File: src/hw/rtl/pcps_pkg.sv
// ----------------------------------------------------------------------------
// pcps_pkg
// shared constants, codes and control types of the pulse-coupled period sync
// ----------------------------------------------------------------------------
`default_nettype none

package pcps_pkg;

  // tick counter width, legal from 16 to 64
  localparam int unsigned CntW = 32;

  localparam int unsigned PeriodW  = 8;
  localparam int unsigned DividerW = 10;
  localparam int unsigned CapW     = 8;
  localparam int unsigned CfgDataW = 10;
  localparam int unsigned CfgAddrW = 2;
  localparam int unsigned PhaseW   = 8;
  localparam int unsigned AccW     = 32;

  localparam int unsigned DivW    = 32;
  localparam int unsigned DivCntW = $clog2(DivW);

  localparam logic [PeriodW-1:0]  PeriodReset  = 8'd50;
  localparam logic [DividerW-1:0] DividerReset = 10'd120;
  localparam logic [CapW-1:0]     CapReset     = 8'd30;
  localparam int unsigned         PhaseLimit   = 255;

  typedef enum logic [CfgAddrW-1:0] {
    CFG_PERIOD  = 2'd0,
    CFG_DIVIDER = 2'd1,
    CFG_CAP     = 2'd2
  } cfg_idx_e;

  typedef enum logic {
    OP_TICK     = 1'b0,
    OP_NEIGHBOR = 1'b1
  } op_e;

  typedef enum logic [2:0] {
    S_IDLE,
    S_PREP,
    S_CHECK,
    S_DIV,
    S_APPLY,
    S_OUT
  } ctrl_state_e;

  typedef struct packed {
    logic load;
    logic prep;
    logic start_div;
    logic finish_direct;
    logic finish_div;
    logic out_load;
  } ctrl_cmd_t;

  typedef struct packed {
    logic need_div;
    logic div_busy;
    logic div_done;
  } ctrl_status_t;

endpackage

`default_nettype wire

File: src/hw/rtl/pcps_divider.sv
// ----------------------------------------------------------------------------
// pcps_divider
// unsigned restoring divider, one quotient bit per cycle
// ----------------------------------------------------------------------------
`default_nettype none

module pcps_divider (
  input  wire logic                                clk_i,
  input  wire logic                                rst_ni,
  input  wire logic                                start_i,
  input  wire logic [pcps_pkg::DivW-1:0]           dividend_i,
  input  wire logic [pcps_pkg::DividerW-1:0]       divisor_i,
  output logic                                     busy_o,
  output logic                                     done_o,
  output logic [pcps_pkg::DivW-1:0]                quot_o,
  output logic [pcps_pkg::DividerW-1:0]            rem_o
);

  localparam int unsigned DivW    = pcps_pkg::DivW;
  localparam int unsigned DvsW    = pcps_pkg::DividerW;
  localparam int unsigned DivCntW = pcps_pkg::DivCntW;

  logic                busy_q, busy_d;
  logic                done_q, done_d;
  logic [DivCntW-1:0]  cnt_q, cnt_d;
  logic [DivW-1:0]     quo_q, quo_d;
  logic [DvsW-1:0]     rem_q, rem_d;
  logic [DvsW-1:0]     dvs_q, dvs_d;
  logic [DvsW:0]       trial;
  logic [DvsW:0]       diff;
  logic                fits;

  assign trial = {rem_q, quo_q[DivW-1]};
  assign diff  = trial - {1'b0, dvs_q};
  assign fits  = trial >= {1'b0, dvs_q};

  always_comb begin
    busy_d = busy_q;
    done_d = 1'b0;
    cnt_d  = cnt_q;
    quo_d  = quo_q;
    rem_d  = rem_q;
    dvs_d  = dvs_q;
    if (start_i) begin
      busy_d = 1'b1;
      cnt_d  = DivCntW'(DivW - 1);
      quo_d  = dividend_i;
      rem_d  = '0;
      dvs_d  = divisor_i;
    end else if (busy_q) begin
      quo_d = {quo_q[DivW-2:0], fits};
      rem_d = fits ? diff[DvsW-1:0] : trial[DvsW-1:0];
      cnt_d = cnt_q - 1'b1;
      if (cnt_q == '0) begin
        busy_d = 1'b0;
        done_d = 1'b1;
      end
    end
  end

  always_ff @(posedge clk_i or negedge rst_ni) begin
    if (!rst_ni) begin
      busy_q <= 1'b0;
      done_q <= 1'b0;
      cnt_q  <= '0;
    end else begin
      busy_q <= busy_d;
      done_q <= done_d;
      cnt_q  <= cnt_d;
    end
  end

  always_ff @(posedge clk_i) begin
    quo_q <= quo_d;
    rem_q <= rem_d;
    dvs_q <= dvs_d;
  end

  assign busy_o = busy_q;
  assign done_o = done_q;
  assign quot_o = quo_q;
  assign rem_o  = rem_q;

endmodule

`default_nettype wire

File: src/hw/rtl/pcps_datapath.sv
// ----------------------------------------------------------------------------
// pcps_datapath
// counters, correction accumulator, phase folding and result register
// ----------------------------------------------------------------------------
`default_nettype none

module pcps_datapath (
  input  wire logic                               clk_i,
  input  wire logic                               rst_ni,
  input  wire logic                               cfg_we_i,
  input  wire logic [pcps_pkg::CfgAddrW-1:0]      cfg_addr_i,
  input  wire logic [pcps_pkg::CfgDataW-1:0]      cfg_wdata_i,
  input  wire logic                               in_op_i,
  input  wire logic [pcps_pkg::PhaseW-1:0]        in_neighbor_phase_i,
  input  wire pcps_pkg::ctrl_cmd_t                cmd_i,
  output pcps_pkg::ctrl_status_t                  status_o,
  output logic                                    flash_o,
  output logic [pcps_pkg::PhaseW-1:0]             own_phase_o,
  output logic                                    phase_valid_o
);

  localparam int unsigned CntW  = pcps_pkg::CntW;
  localparam int unsigned AccW  = pcps_pkg::AccW;
  localparam int unsigned PerW  = pcps_pkg::PeriodW;
  localparam int unsigned DvsW  = pcps_pkg::DividerW;
  localparam int unsigned CapW  = pcps_pkg::CapW;
  localparam int unsigned PhW   = pcps_pkg::PhaseW;
  localparam int unsigned DivW  = pcps_pkg::DivW;
  localparam int unsigned DW    = AccW + 2;

  // configuration
  logic [PerW-1:0] period_q;
  logic [DvsW-1:0] divider_q;
  logic [CapW-1:0] cap_q;

  // timer state
  logic [CntW-1:0] tick_count_q, tick_count_d;
  logic [CntW-1:0] next_reset_q, next_reset_d;
  logic [CntW-1:0] last_reset_q, last_reset_d;
  logic [AccW-1:0] accum_q, accum_d;
  logic            flash_on_q, flash_on_d;

  // transaction and folding registers
  logic            op_q;
  logic [PhW-1:0]  nb_q;
  logic [AccW-1:0] direct_adj_q;
  logic            need_rem_q;
  logic            x_neg_q;
  logic [DivW-1:0] x_mag_q;

  // result register
  logic            flash_q;
  logic [PhW-1:0]  own_phase_q;
  logic            phase_valid_q;

  // phase folding
  logic [CntW-1:0] elapsed;
  logic [AccW-1:0] e32;
  logic [DW-1:0]   d;
  logic [DW-1:0]   d_abs;
  logic [DW-1:0]   half;
  logic [DW-1:0]   p_ext;
  logic [DW-1:0]   x;
  logic [DW-1:0]   x_abs;
  logic            d_zero;
  logic            d_pos;
  logic            d_neg;
  logic            d_short;

  // divider hookup
  logic            div_busy;
  logic            div_done;
  logic [DivW-1:0] div_quot;
  logic [DvsW-1:0] div_rem;
  logic [DivW-1:0] div_dividend;
  logic [DvsW-1:0] div_divisor;
  logic [AccW-1:0] acc_abs;

  // correction and remainder
  logic [CapW-1:0] corr_mag;
  logic [CntW-1:0] corr;
  logic [AccW-1:0] rem_adj;
  logic            phase_ok;

  assign elapsed = tick_count_q - last_reset_q;
  assign e32     = AccW'(elapsed);
  assign d       = {{2{e32[AccW-1]}}, e32} - DW'(nb_q);
  assign d_zero  = (d == '0);
  assign d_neg   = d[DW-1];
  assign d_pos   = !d_neg && !d_zero;
  assign d_abs   = d_neg ? (~d + 1'b1) : d;
  assign half    = DW'(period_q[PerW-1:1]);
  assign p_ext   = DW'(period_q);
  assign d_short = d_abs < half;
  assign x       = d_pos ? (d - p_ext) : (d + p_ext);
  assign x_abs   = x[DW-1] ? (~x + 1'b1) : x;

  assign acc_abs      = accum_q[AccW-1] ? (~accum_q + 1'b1) : accum_q;
  assign div_dividend = (op_q == pcps_pkg::OP_TICK) ? DivW'(acc_abs) : x_mag_q;
  assign div_divisor  = (op_q == pcps_pkg::OP_TICK) ?
                        ((divider_q == '0) ? DvsW'(1) : divider_q) : DvsW'(period_q);

  pcps_divider u_divider (
    .clk_i      (clk_i),
    .rst_ni     (rst_ni),
    .start_i    (cmd_i.start_div),
    .dividend_i (div_dividend),
    .divisor_i  (div_divisor),
    .busy_o     (div_busy),
    .done_o     (div_done),
    .quot_o     (div_quot),
    .rem_o      (div_rem)
  );

  assign corr_mag = (div_quot > DivW'(cap_q)) ? cap_q : div_quot[CapW-1:0];
  assign corr     = accum_q[AccW-1] ? (~CntW'(corr_mag) + 1'b1) : CntW'(corr_mag);
  assign rem_adj  = x_neg_q ? (~AccW'(div_rem[PerW-1:0]) + 1'b1) : AccW'(div_rem[PerW-1:0]);
  assign phase_ok = elapsed < CntW'(pcps_pkg::PhaseLimit);

  assign status_o.need_div = (op_q == pcps_pkg::OP_TICK) ? (tick_count_q >= next_reset_q)
                                                         : need_rem_q;
  assign status_o.div_busy = div_busy;
  assign status_o.div_done = div_done;

  always_comb begin
    tick_count_d = tick_count_q;
    next_reset_d = next_reset_q;
    last_reset_d = last_reset_q;
    accum_d      = accum_q;
    flash_on_d   = flash_on_q;
    if (cmd_i.prep && op_q == pcps_pkg::OP_TICK) begin
      tick_count_d = tick_count_q + 1'b1;
    end
    if (cmd_i.finish_direct) begin
      if (op_q == pcps_pkg::OP_TICK) begin
        if (tick_count_q > last_reset_q + 1'b1) begin
          flash_on_d = 1'b0;
        end
      end else begin
        accum_d = accum_q + direct_adj_q;
      end
    end
    if (cmd_i.finish_div) begin
      if (op_q == pcps_pkg::OP_TICK) begin
        last_reset_d = tick_count_q;
        next_reset_d = tick_count_q + CntW'(period_q) + corr;
        accum_d      = '0;
        flash_on_d   = 1'b1;
      end else begin
        accum_d = accum_q + rem_adj;
      end
    end
  end

  always_ff @(posedge clk_i or negedge rst_ni) begin
    if (!rst_ni) begin
      period_q     <= pcps_pkg::PeriodReset;
      divider_q    <= pcps_pkg::DividerReset;
      cap_q        <= pcps_pkg::CapReset;
      tick_count_q <= '0;
      next_reset_q <= '0;
      last_reset_q <= '0;
      accum_q      <= '0;
      flash_on_q   <= 1'b0;
    end else begin
      if (cfg_we_i) begin
        case (cfg_addr_i)
          pcps_pkg::CFG_PERIOD:  period_q  <= cfg_wdata_i[PerW-1:0];
          pcps_pkg::CFG_DIVIDER: divider_q <= cfg_wdata_i[DvsW-1:0];
          pcps_pkg::CFG_CAP:     cap_q     <= cfg_wdata_i[CapW-1:0];
          default: ;
        endcase
      end
      tick_count_q <= tick_count_d;
      next_reset_q <= next_reset_d;
      last_reset_q <= last_reset_d;
      accum_q      <= accum_d;
      flash_on_q   <= flash_on_d;
    end
  end

  always_ff @(posedge clk_i) begin
    if (cmd_i.load) begin
      op_q <= in_op_i;
      nb_q <= in_neighbor_phase_i;
    end
    if (cmd_i.prep && op_q == pcps_pkg::OP_NEIGHBOR) begin
      direct_adj_q <= (d_short || d_zero) ? d[AccW-1:0] : x[AccW-1:0];
      need_rem_q   <= !d_short && !d_zero && (period_q != '0);
      x_neg_q      <= x[DW-1];
      x_mag_q      <= x_abs[DivW-1:0];
    end
    if (cmd_i.out_load) begin
      flash_q       <= flash_on_q;
      own_phase_q   <= phase_ok ? elapsed[PhW-1:0] : '0;
      phase_valid_q <= phase_ok;
    end
  end

  assign flash_o       = flash_q;
  assign own_phase_o   = own_phase_q;
  assign phase_valid_o = phase_valid_q;

endmodule

`default_nettype wire

File: src/hw/rtl/pcps_ctrl.sv
// ----------------------------------------------------------------------------
// pcps_ctrl
// sequencer for one transaction: fetch, fold, divide and apply when needed, deliver
// ----------------------------------------------------------------------------
`default_nettype none

module pcps_ctrl (
  input  wire logic                   clk_i,
  input  wire logic                   rst_ni,
  input  wire logic                   in_valid_i,
  output logic                        in_ready_o,
  output logic                        out_valid_o,
  input  wire logic                   out_ready_i,
  input  wire pcps_pkg::ctrl_status_t status_i,
  output pcps_pkg::ctrl_cmd_t         cmd_o
);

  pcps_pkg::ctrl_state_e state_q, state_d;
  logic                  out_valid_q, out_valid_d;
  logic                  out_free;

  assign out_free = !out_valid_q || out_ready_i;

  always_comb begin
    state_d = state_q;
    case (state_q)
      pcps_pkg::S_IDLE:  if (in_valid_i) state_d = pcps_pkg::S_PREP;
      pcps_pkg::S_PREP:  state_d = pcps_pkg::S_CHECK;
      pcps_pkg::S_CHECK: state_d = status_i.need_div ? pcps_pkg::S_DIV : pcps_pkg::S_OUT;
      pcps_pkg::S_DIV:   if (status_i.div_done) state_d = pcps_pkg::S_APPLY;
      pcps_pkg::S_APPLY: state_d = pcps_pkg::S_OUT;
      pcps_pkg::S_OUT:   if (out_free) state_d = pcps_pkg::S_IDLE;
      default:           state_d = pcps_pkg::S_IDLE;
    endcase
  end

  always_comb begin
    cmd_o      = '0;
    in_ready_o = 1'b0;
    case (state_q)
      pcps_pkg::S_IDLE: begin
        in_ready_o = 1'b1;
        cmd_o.load = in_valid_i;
      end
      pcps_pkg::S_PREP:  cmd_o.prep = 1'b1;
      pcps_pkg::S_CHECK: begin
        cmd_o.start_div     = status_i.need_div;
        cmd_o.finish_direct = !status_i.need_div;
      end
      pcps_pkg::S_APPLY: cmd_o.finish_div = 1'b1;
      pcps_pkg::S_OUT:   cmd_o.out_load = out_free;
      default: ;
    endcase
  end

  always_comb begin
    out_valid_d = out_valid_q;
    if (cmd_o.out_load) begin
      out_valid_d = 1'b1;
    end else if (out_ready_i) begin
      out_valid_d = 1'b0;
    end
  end

  always_ff @(posedge clk_i or negedge rst_ni) begin
    if (!rst_ni) begin
      state_q     <= pcps_pkg::S_IDLE;
      out_valid_q <= 1'b0;
    end else begin
      state_q     <= state_d;
      out_valid_q <= out_valid_d;
    end
  end

  assign out_valid_o = out_valid_q;

`ifndef SYNTHESIS
  a_div_wait: assert property (@(posedge clk_i) disable iff (!rst_ni)
    state_q == pcps_pkg::S_DIV |-> status_i.div_busy || status_i.div_done)
    else $error("waiting on divider that is not running");

  a_div_start: assert property (@(posedge clk_i) disable iff (!rst_ni)
    cmd_o.start_div |=> status_i.div_busy)
    else $error("divider did not start");

  a_idle_quiet: assert property (@(posedge clk_i) disable iff (!rst_ni)
    in_ready_o |-> !status_i.div_busy)
    else $error("divider busy while taking a new transaction");

  a_accept_prep: assert property (@(posedge clk_i) disable iff (!rst_ni)
    in_valid_i && in_ready_o |=> state_q == pcps_pkg::S_PREP)
    else $error("accepted transaction not processed");

  a_out_load: assert property (@(posedge clk_i) disable iff (!rst_ni)
    cmd_o.out_load |=> out_valid_q)
    else $error("result loaded but not presented");
`endif

endmodule

`default_nettype wire

File: src/hw/rtl/pulse_coupled_period_sync_top.sv
// ----------------------------------------------------------------------------
// pulse_coupled_period_sync_top
// firefly-style period timer that pulls its reset phase toward its neighbors
// ----------------------------------------------------------------------------
// channel   handshake                fields
// cfg       cfg_we_i                 cfg_addr_i, cfg_wdata_i
// in        in_valid_i / in_ready_o  in_op_i, in_neighbor_phase_i
// out       out_valid_o / out_ready_i out_flash_o, out_own_phase_o,
//                                    out_phase_valid_o
//
// a tick or a neighbor transaction without division goes from acceptance
// through prep and check to the result register; one that divides also runs
// the 32-step one-bit-per-cycle divider shared by the correction and phase folding
// one transaction is in flight at a time; the result register lets the next
// one be accepted while the previous result waits on out_ready_i
// reset is asynchronous, clears all timer state and loads default config
// ----------------------------------------------------------------------------
`default_nettype none

module pulse_coupled_period_sync_top (
  input  wire logic                             clk_i,
  input  wire logic                             rst_ni,
  input  wire logic                             cfg_we_i,
  input  wire logic [pcps_pkg::CfgAddrW-1:0]    cfg_addr_i,
  input  wire logic [pcps_pkg::CfgDataW-1:0]    cfg_wdata_i,
  input  wire logic                             in_valid_i,
  output logic                                  in_ready_o,
  input  wire logic                             in_op_i,
  input  wire logic [pcps_pkg::PhaseW-1:0]      in_neighbor_phase_i,
  output logic                                  out_valid_o,
  input  wire logic                             out_ready_i,
  output logic                                  out_flash_o,
  output logic [pcps_pkg::PhaseW-1:0]           out_own_phase_o,
  output logic                                  out_phase_valid_o
);

  pcps_pkg::ctrl_cmd_t    cmd;
  pcps_pkg::ctrl_status_t status;

  pcps_ctrl u_ctrl (
    .clk_i       (clk_i),
    .rst_ni      (rst_ni),
    .in_valid_i  (in_valid_i),
    .in_ready_o  (in_ready_o),
    .out_valid_o (out_valid_o),
    .out_ready_i (out_ready_i),
    .status_i    (status),
    .cmd_o       (cmd)
  );

  pcps_datapath u_datapath (
    .clk_i               (clk_i),
    .rst_ni              (rst_ni),
    .cfg_we_i            (cfg_we_i),
    .cfg_addr_i          (cfg_addr_i),
    .cfg_wdata_i         (cfg_wdata_i),
    .in_op_i             (in_op_i),
    .in_neighbor_phase_i (in_neighbor_phase_i),
    .cmd_i               (cmd),
    .status_o            (status),
    .flash_o             (out_flash_o),
    .own_phase_o         (out_own_phase_o),
    .phase_valid_o       (out_phase_valid_o)
  );

endmodule

`default_nettype wire
File: config.mk
export PLATFORM = sky130hd
export DESIGN_NAME = pulse_coupled_period_sync_top
export DESIGN_NICKNAME = d
export VERILOG_FILES = /design/src/hw/rtl/pcps_pkg.sv /design/src/hw/rtl/pcps_divider.sv /design/src/hw/rtl/pcps_datapath.sv /design/src/hw/rtl/pcps_ctrl.sv /design/src/hw/rtl/pulse_coupled_period_sync_top.sv
export SDC_FILE = /design/constraint.sdc
export NUM_CORES = 1
export LEC_CHECK = 0
export ABC_CLOCK_PERIOD_IN_PS = 11000
export BUFFER_PORTS_ARGS = -buffer_cell sky130_fd_sc_hd__buf_2
export CAP_MARGIN = 20
export CORE_AREA = 2 2 281 283
export CTS_CLUSTER_DIAMETER = 200
export DETAILED_ROUTE_END_ITERATION = 10
export DIE_AREA = 0 0 283 285
export SYNTH_ARGS = -nofsm -noshare
export SYNTH_HDL_FRONTEND = slang
export SYNTH_SLANG_ARGS = --single-unit
File: constraint.sdc
create_clock -name clk_i -period 11 [get_ports clk_i]
set_clock_uncertainty 0.05 [all_clocks]
set_input_delay 1.1 -clock clk_i [delete_from_list [all_inputs] [get_ports clk_i]]
set_output_delay 1.1 -clock clk_i [all_outputs]
set_load 0.02 [all_outputs]
==> metrics.md, run 1 <==
| Metric | Value |
|---|---|
| Status | `finished, final reports clean` |
| Arr. time, crit path | `10.38 ns` |
| Final Setup Violations | `0` |
| Num CTS Buffers | `38` |
| H-tree depth | `2` |
| EDFF count, synth | `about 130` |
| XOR/XNOR Fraction of Synth Area | `under 10%` |
| Min Tclk post-route | `roughly 10 ns` |
| Grt ovf | `0` |
| Total track usage | `about 20%` |
| Synthesized net count | `~3400` |
| Share of layout cells above drive strength 1 | `around 8.6%` |
| Post-Syn Area | `27000 µm²` |
| RSZ-0062 raised after global routing | `false` |
| Hold EP | `u_datapath.next_reset_q[20]` |
| Fin crit share | `92.2%` |
| Synth area leader | `dfrtp_1` |
| Post-synthesis mux area share | `3.78%` |
| Most frequent cells after synthesis | `nand2_1 (299), ha_1 (288), o21ai_0 (259)` |
| R2r endpoint | `u_datapath.x_mag_q[13]` |
| Nets | `3475` |
| Launch point of the worst hold path | `u_datapath.next_reset_q[20]` |
| Layout Cells excl Fill | `4226` |
| Clk pin slew, worst setup/hold paths | `about 0.06 ns` |
| Total negative setup slack | `0 ns` |
| Vias per cell | `around 5.4` |
| Max-cap check violation count | `0` |
| Main synth FF type | `dfrtp_1` |
| Syn Area/Cell | `between 8 and 9 µm²` |
| Complex-gate fraction of the synthesized area | `between 10% and 20%` |
| Sink Count | `a little over 300` |
| Top Family by Delay on Critical Path | `compound AO/OA/AOI/OAI gates` |
| Hold Vio Cnt, Final | `0` |
| Die height | `285 µm` |
| Antenna-violating nets left | `0` |
| Util after Layout | `38.3%` |
| CTS Buffer Depth | `3` |
| Worst-path maximum fanout | `24` |
| HPWL after DPL | `roughly 62000 µm` |
| Hold Path Stages | `2` |
| # fillers | `just under 8000` |
| CTS tree | `yes` |
| Vias | `between 20000 and 25000` |
| Final slew viol count | `0` |
| DR WL/cell | `between 15 and 20 µm` |
| Residual DRC | `0` |
| Worst path slowest cell | `or4b_1` |
| Die area | `80700 µm²` |
| Fmax | `98.6 MHz` |
| Initial Utilization | `around 35%` |
| Area growth, synth to finish | `10.8%` |
| Reg-to-reg startpoint | `u_datapath.tick_count_q[0]` |
| WS Path Type | `reg -> reg` |
| R2R Setup Slk | `approximately 0.86 ns` |
| TritonRoute pass-1 iters | `6` |
| #FFs+latches synth | `approximately 300` |
| Setup WS pre-CTS | `between 0.4 and 0.5 ns` |
| Post-Place Cells | `4153` |
| WP data required | `approximately 11 ns` |
| Vias in the first global route | `22100` |
| Reg2reg path depth | `40` |
| CTS root buf | `clkbuf_16` |
| Die X | `roughly 280 µm` |
| YS warnings | `0` |
| Most frequent cell after synthesis | `nand2_1` |
| Top Ports | `38` |
| Largest net degree at the start of global routing | `between 90 and 100` |
| Detailed Route WL | `around 79000 µm` |
| Gpl congestion | `~0.95` |
| CP Launch Type | `flip-flop` |
| Critical path capture point type | `flip-flop` |
| Worst skew pair latency | `0.57 ns` |
| Synth Area in Adders | `between 10% and 20%` |
| Slew HR | `roughly 30%` |
| Seq/Total Area, Yosys | `30.3%` |
| Worst hold path class | `reg -> reg` |
| Iter 0 DRT Violations | `roughly 1700` |
| First-pass GRT wire length | `between 100000 and 150000 µm` |
| Most used cell, CP | `a21oi_1` |
| Post-synthesis simple-gate area fraction | `between 10% and 20%` |
| Crit path buffers/inverters | `5` |
| Cell variety after synth | `97` |
| # port buffers | `37` |
| Slowest cell delay on critical path | `0.66 ns` |
| Mapped Cells | `about 3100` |
| Antenna violations before repair | `2` |
| Crit path setup slack, layout | `0.855 ns` |
| Async set or reset register ratio after synthesis | `54.8%` |
| Core area | `roughly 78000 µm²` |
| Synth area leaders | `dfrtp_1 (14%), edfxtp_1 (14%), ha_1 (13%)` |
| Std-Cell Rows | `about 100` |
| Synth top area share | `~14%` |
| Actual slew at the worst max-slew pin | `1.04 ns` |
| Main combinational cell family by area after synthesis | `compound AO/OA/AOI/OAI gates` |
metal layers:
layer | up-vias | GRT usage, % | wire, µm
met2 | 495 | 32.3 | 35900
met5 | - | 0 | 0
li1 | 11400 | - | -
met4 | 0 | 6.45 | 2600
met3 | 126 | 1.97 | 3040
met1 | 10800 | 26.5 | 37100
sequential cells by signal, summed over array words and instances, names as in the netlist, 8 cells and up, named ones only:
name                         count
u_datapath.u_divider.dvs_q      10
u_datapath.own_phase_o           8
u_datapath.last_reset_q         32
u_datapath.nb_q                  8
u_datapath.accum_q              32
u_datapath.cap_q                 8
u_datapath.divider_q            10
u_datapath.direct_adj_q         32
u_datapath.tick_count_q         32
u_datapath.u_divider.rem_o      10
u_datapath.u_divider.quot_o     32
u_datapath.next_reset_q         32
u_datapath.period_q              8
u_datapath.x_mag_q              32
tightest hold or removal path: stages (launching register included):
cell and delay, ns:
dfrtp_1 0.34, nand2_1 0.05, o21ai_0 0.06
cells in the final DEF (no fill, tap or decap), types with 48 or more instances in the layout:
cell type / n
inv_1: 211
nor3_1: 73
nand2b_1: 56
nand4_1: 48
edfxtp_1: 127
ha_1: 288
nand3_1: 76
nand2_1: 299
nor2_1: 203
xnor2_1: 184
xor2_1: 110
dfrtp_1: 155
nor2b_1: 49
o21ai_0: 259
a21oi_1: 191
a21o_1: 67
mux2_2: 60
worst max-delay path by stage:
stage | from | to | slack, ns | depth (start not counted)
finish | u_datapath.tick_count_q[0] | u_datapath.x_mag_q[13] | 0.86 | 40
global route | u_datapath.tick_count_q[0] | u_datapath.x_mag_q[21] | 0.01 | 42
CTS | u_datapath.tick_count_q[0] | u_datapath.x_mag_q[31] | 0.47 | 38
detailed placement | u_datapath.tick_count_q[0] | u_datapath.x_mag_q[31] | 0.48 | 38
global placement | u_datapath.tick_count_q[0] | u_datapath.x_mag_q[31] | 0.86 | 38
floorplan | u_datapath.tick_count_q[0] | u_datapath.x_mag_q[31] | 1.73 | 39
final cells by class:
class | count | area [µm²] | area share, %
Clock buffer | 44 | 1040 | 3.47
Tap cell | 1050 | 1310 | 4.39
Timing Repair Buffer | 81 | 543 | 1.82
Sequential cell | 303 | 8180 | 27.4
Inverter | 213 | 801 | 2.68
Antenna cell | 1 | 2.50 | 0.00837
Multi-Input combinational cell | 2509 | 17700 | 59.2
Clock inverter | 25 | 305 | 1.02
repair_timing:
item	4_1_cts	5_1_grt
hold buffers	0	0
gates resized for setup	0	4
endpoints found under the setup margin	0	32
hold endpoints to repair	0	0
setup buffers	0	2
metrics by stage:
stage,cell area (µm²),hold slack (ns)
after floorplan,27000,0.376
after global placement,28500,0.409
after detailed placement,28500,0.418
after CTS,29800,0.426
after global routing,29900,0.450
final,29900,0.430
kinds of logic after synthesis:
logic type	after synthesis
AO/OA/AOI/OAI	817
XOR/XNOR	298
adder cells (fa/ha/maj)	303
buffers and inverters	298
flip-flops	303
multiplexers	94
AND/OR/NAND/NOR	997
Power of run 1 is not shown: default switching activity piles up to over one toggle a cycle in this logic, so the estimate is an artifact.
==> run 2, diff against run 1 <==
RECOVER_POWER = 25   (was unset)
==> metrics.md, run 2 (synthesis results as in run 1) <==
| Metric | Value |
|---|---|
| # port buffers | `37 (unchanged)` |
| Status | `finished, violations left` |
| Vias per cell | `5.41 (+0.40%)` |
| Slowest cell delay on critical path | `0.66 ns (about the same)` |
| Core area | `78000 µm² (unchanged)` |
| Min Tclk post-route | `10.21 ns (+0.0670 ns)` |
| WP data required | `11.24 ns (about the same)` |
| Vias in the first global route | `22100 (unchanged)` |
| TritonRoute pass-1 iters | `5 (-1)` |
| Antenna violations before repair | `2 (unchanged)` |
| Residual DRC | `0 (unchanged)` |
| Worst-path maximum fanout | `24 (unchanged)` |
| H-tree depth | `2 (unchanged)` |
| HPWL after DPL | `62100 µm (unchanged)` |
| Final Setup Violations | `0 (unchanged)` |
| CTS Buffer Depth | `3 (unchanged)` |
| Iter 0 DRT Violations | `1778 (+3.9%)` |
| Sink Count | `303 (unchanged)` |
| RSZ-0062 raised after global routing | `false` |
| Area growth, synth to finish | `10.6%` |
| Hold Vio Cnt, Final | `0 (unchanged)` |
| Die X | `283 µm (unchanged)` |
| Actual slew at the worst max-slew pin | `5.81 ns (+4.77 ns)` |
| CTS root buf | `clkbuf_16` |
| WS Path Type | `reg -> reg` |
| CP Launch Type | `flip-flop` |
| Slew HR | `-288% (-320 points)` |
| Final Instance Area | `29900 µm² (-0.11%)` |
| Dpl cell area | `28500 µm² (unchanged)` |
| Total negative setup slack | `0 ns (unchanged)` |
| Grt ovf | `0 (unchanged)` |
| Total track usage | `19.4% (unchanged)` |
| Top Ports | `38 (unchanged)` |
| Arr. time, crit path | `10.45 ns (+0.07 ns)` |
| Clk pin slew, worst setup/hold paths | `0.06 ns (about the same)` |
| Failing checks | `max-capacitance violations, max-slew violations` |
| Final slew viol count | `185 (+185)` |
| Util after Layout | `38.3% (-0.043 points)` |
| Most used cell, CP | `a21oi_1` |
| Die area | `80700 µm² (unchanged)` |
| Worst skew pair latency | `0.57 ns (about the same)` |
| Vias | `22900 (+0.40%)` |
| CTS tree | `yes` |
| Gpl congestion | `0.949 (unchanged)` |
| Die height | `285 µm (unchanged)` |
| Detailed Route WL | `78600 µm (about the same)` |
| Worst path slowest cell | `or4b_1` |
| Nets | `3475 (unchanged)` |
| Largest net degree at the start of global routing | `99 (unchanged)` |
| Num CTS Buffers | `38 (unchanged)` |
| First-pass GRT wire length | `126000 µm (unchanged)` |
| Std-Cell Rows | `103 (unchanged)` |
| Commonest non-fill, non-tap cell in the layout | `nand2_1` |
| Max-cap check violation count | `2 (+2)` |
| Worst hold path class | `reg -> reg` |
| Most frequent cells in the layout | `nand2_1 (299), ha_1 (288), o21ai_0 (259)` |
| DR WL/cell | `18.6 µm (about the same)` |
| Critical path capture point type | `flip-flop` |
| Initial Utilization | `34.6% (unchanged)` |
| Fin crit share | `92.8% (+0.61 points)` |
| FF/Latch Area | `8180 µm² (unchanged)` |
| # fillers | `7950 (+0.14%)` |
| Fmax | `97.9 MHz (-0.66%)` |
| Antenna-violating nets left | `0 (unchanged)` |
| Area of the multi-input gates | `17700 µm² (unchanged)` |
| Share of layout cells above drive strength 1 | `8.03% (-0.54 points)` |
-- run 2: cell type report --
class | instances | area share (%)
Clock inverter | 25 | 1.02
Multi-Input combinational cell | 2509 | 59.3
Antenna cell | 1 | 0.00838
Timing Repair Buffer | 81 | 1.71
Sequential cell | 303 | 27.4
Tap cell | 1050 | 4.40
Clock buffer | 44 | 3.47
Inverter | 213 | 2.68
-- run 2: through the flow --
| stage | std cells | worst slack [ns] | hold WS, ns |
|---|---|---|---|
| after global routing | 4226 | 0.0139 | 0.450 |
| after floorplan | 3110 | 1.73 | 0.376 |
| after detailed placement | 4153 | 0.476 | 0.418 |
| after CTS | 4222 | 0.474 | 0.426 |
| final | 4226 | 0.788 | 0.430 |
| after global placement | 4151 | 0.861 | 0.409 |
-- run 2: timing repair --
action                     in CTS  in global routing
hold buffers                    0                  0
setup endpoints to repair       0                 32
buffers inserted                0                  2
gates resized for setup         0                  4
-- run 2: final timing paths --
check / endpoint / slack (ns) / start / depth (start not counted)
setup / recovery: u_datapath.x_mag_q[21] / 0.79 / u_datapath.tick_count_q[0] / 40
hold / removal: u_datapath.next_reset_q[20] / 0.43 / u_datapath.next_reset_q[20] / 2
setup reg to reg: u_datapath.x_mag_q[21] / 0.79 / u_datapath.tick_count_q[0] / 40
hold reg to reg: u_datapath.next_reset_q[20] / 0.43 / u_datapath.next_reset_q[20] / 2
max in group asynchronous: u_datapath.divider_q[8] / 5.01 / rst_ni / 1
min in group asynchronous: u_datapath.next_reset_q[20] / 2.63 / rst_ni / 1
-- run 2: worst max-delay path: cells and delay by family (launching register included) --
family          cells  cell delay (ns)
compound gates     16             3.57
simple gates       12             3.12
fa+ha+maj           4             1.35
buf+inv             5             0.86
xor+xnor            3             0.57
flops               1             0.42
-- run 2: metal layers --
layer / track usage, % / share of wire, % / vias to the layer above
met5: 0 / 0 / -
li1: - / - / 11400
met3: 1.97 / 4.1 / 135
met1: 26.5 / 47 / 10800
met4: 6.45 / 3.5 / 0
met2: 32.3 / 46 / 541
Power of run 2 is left out for the same reason.
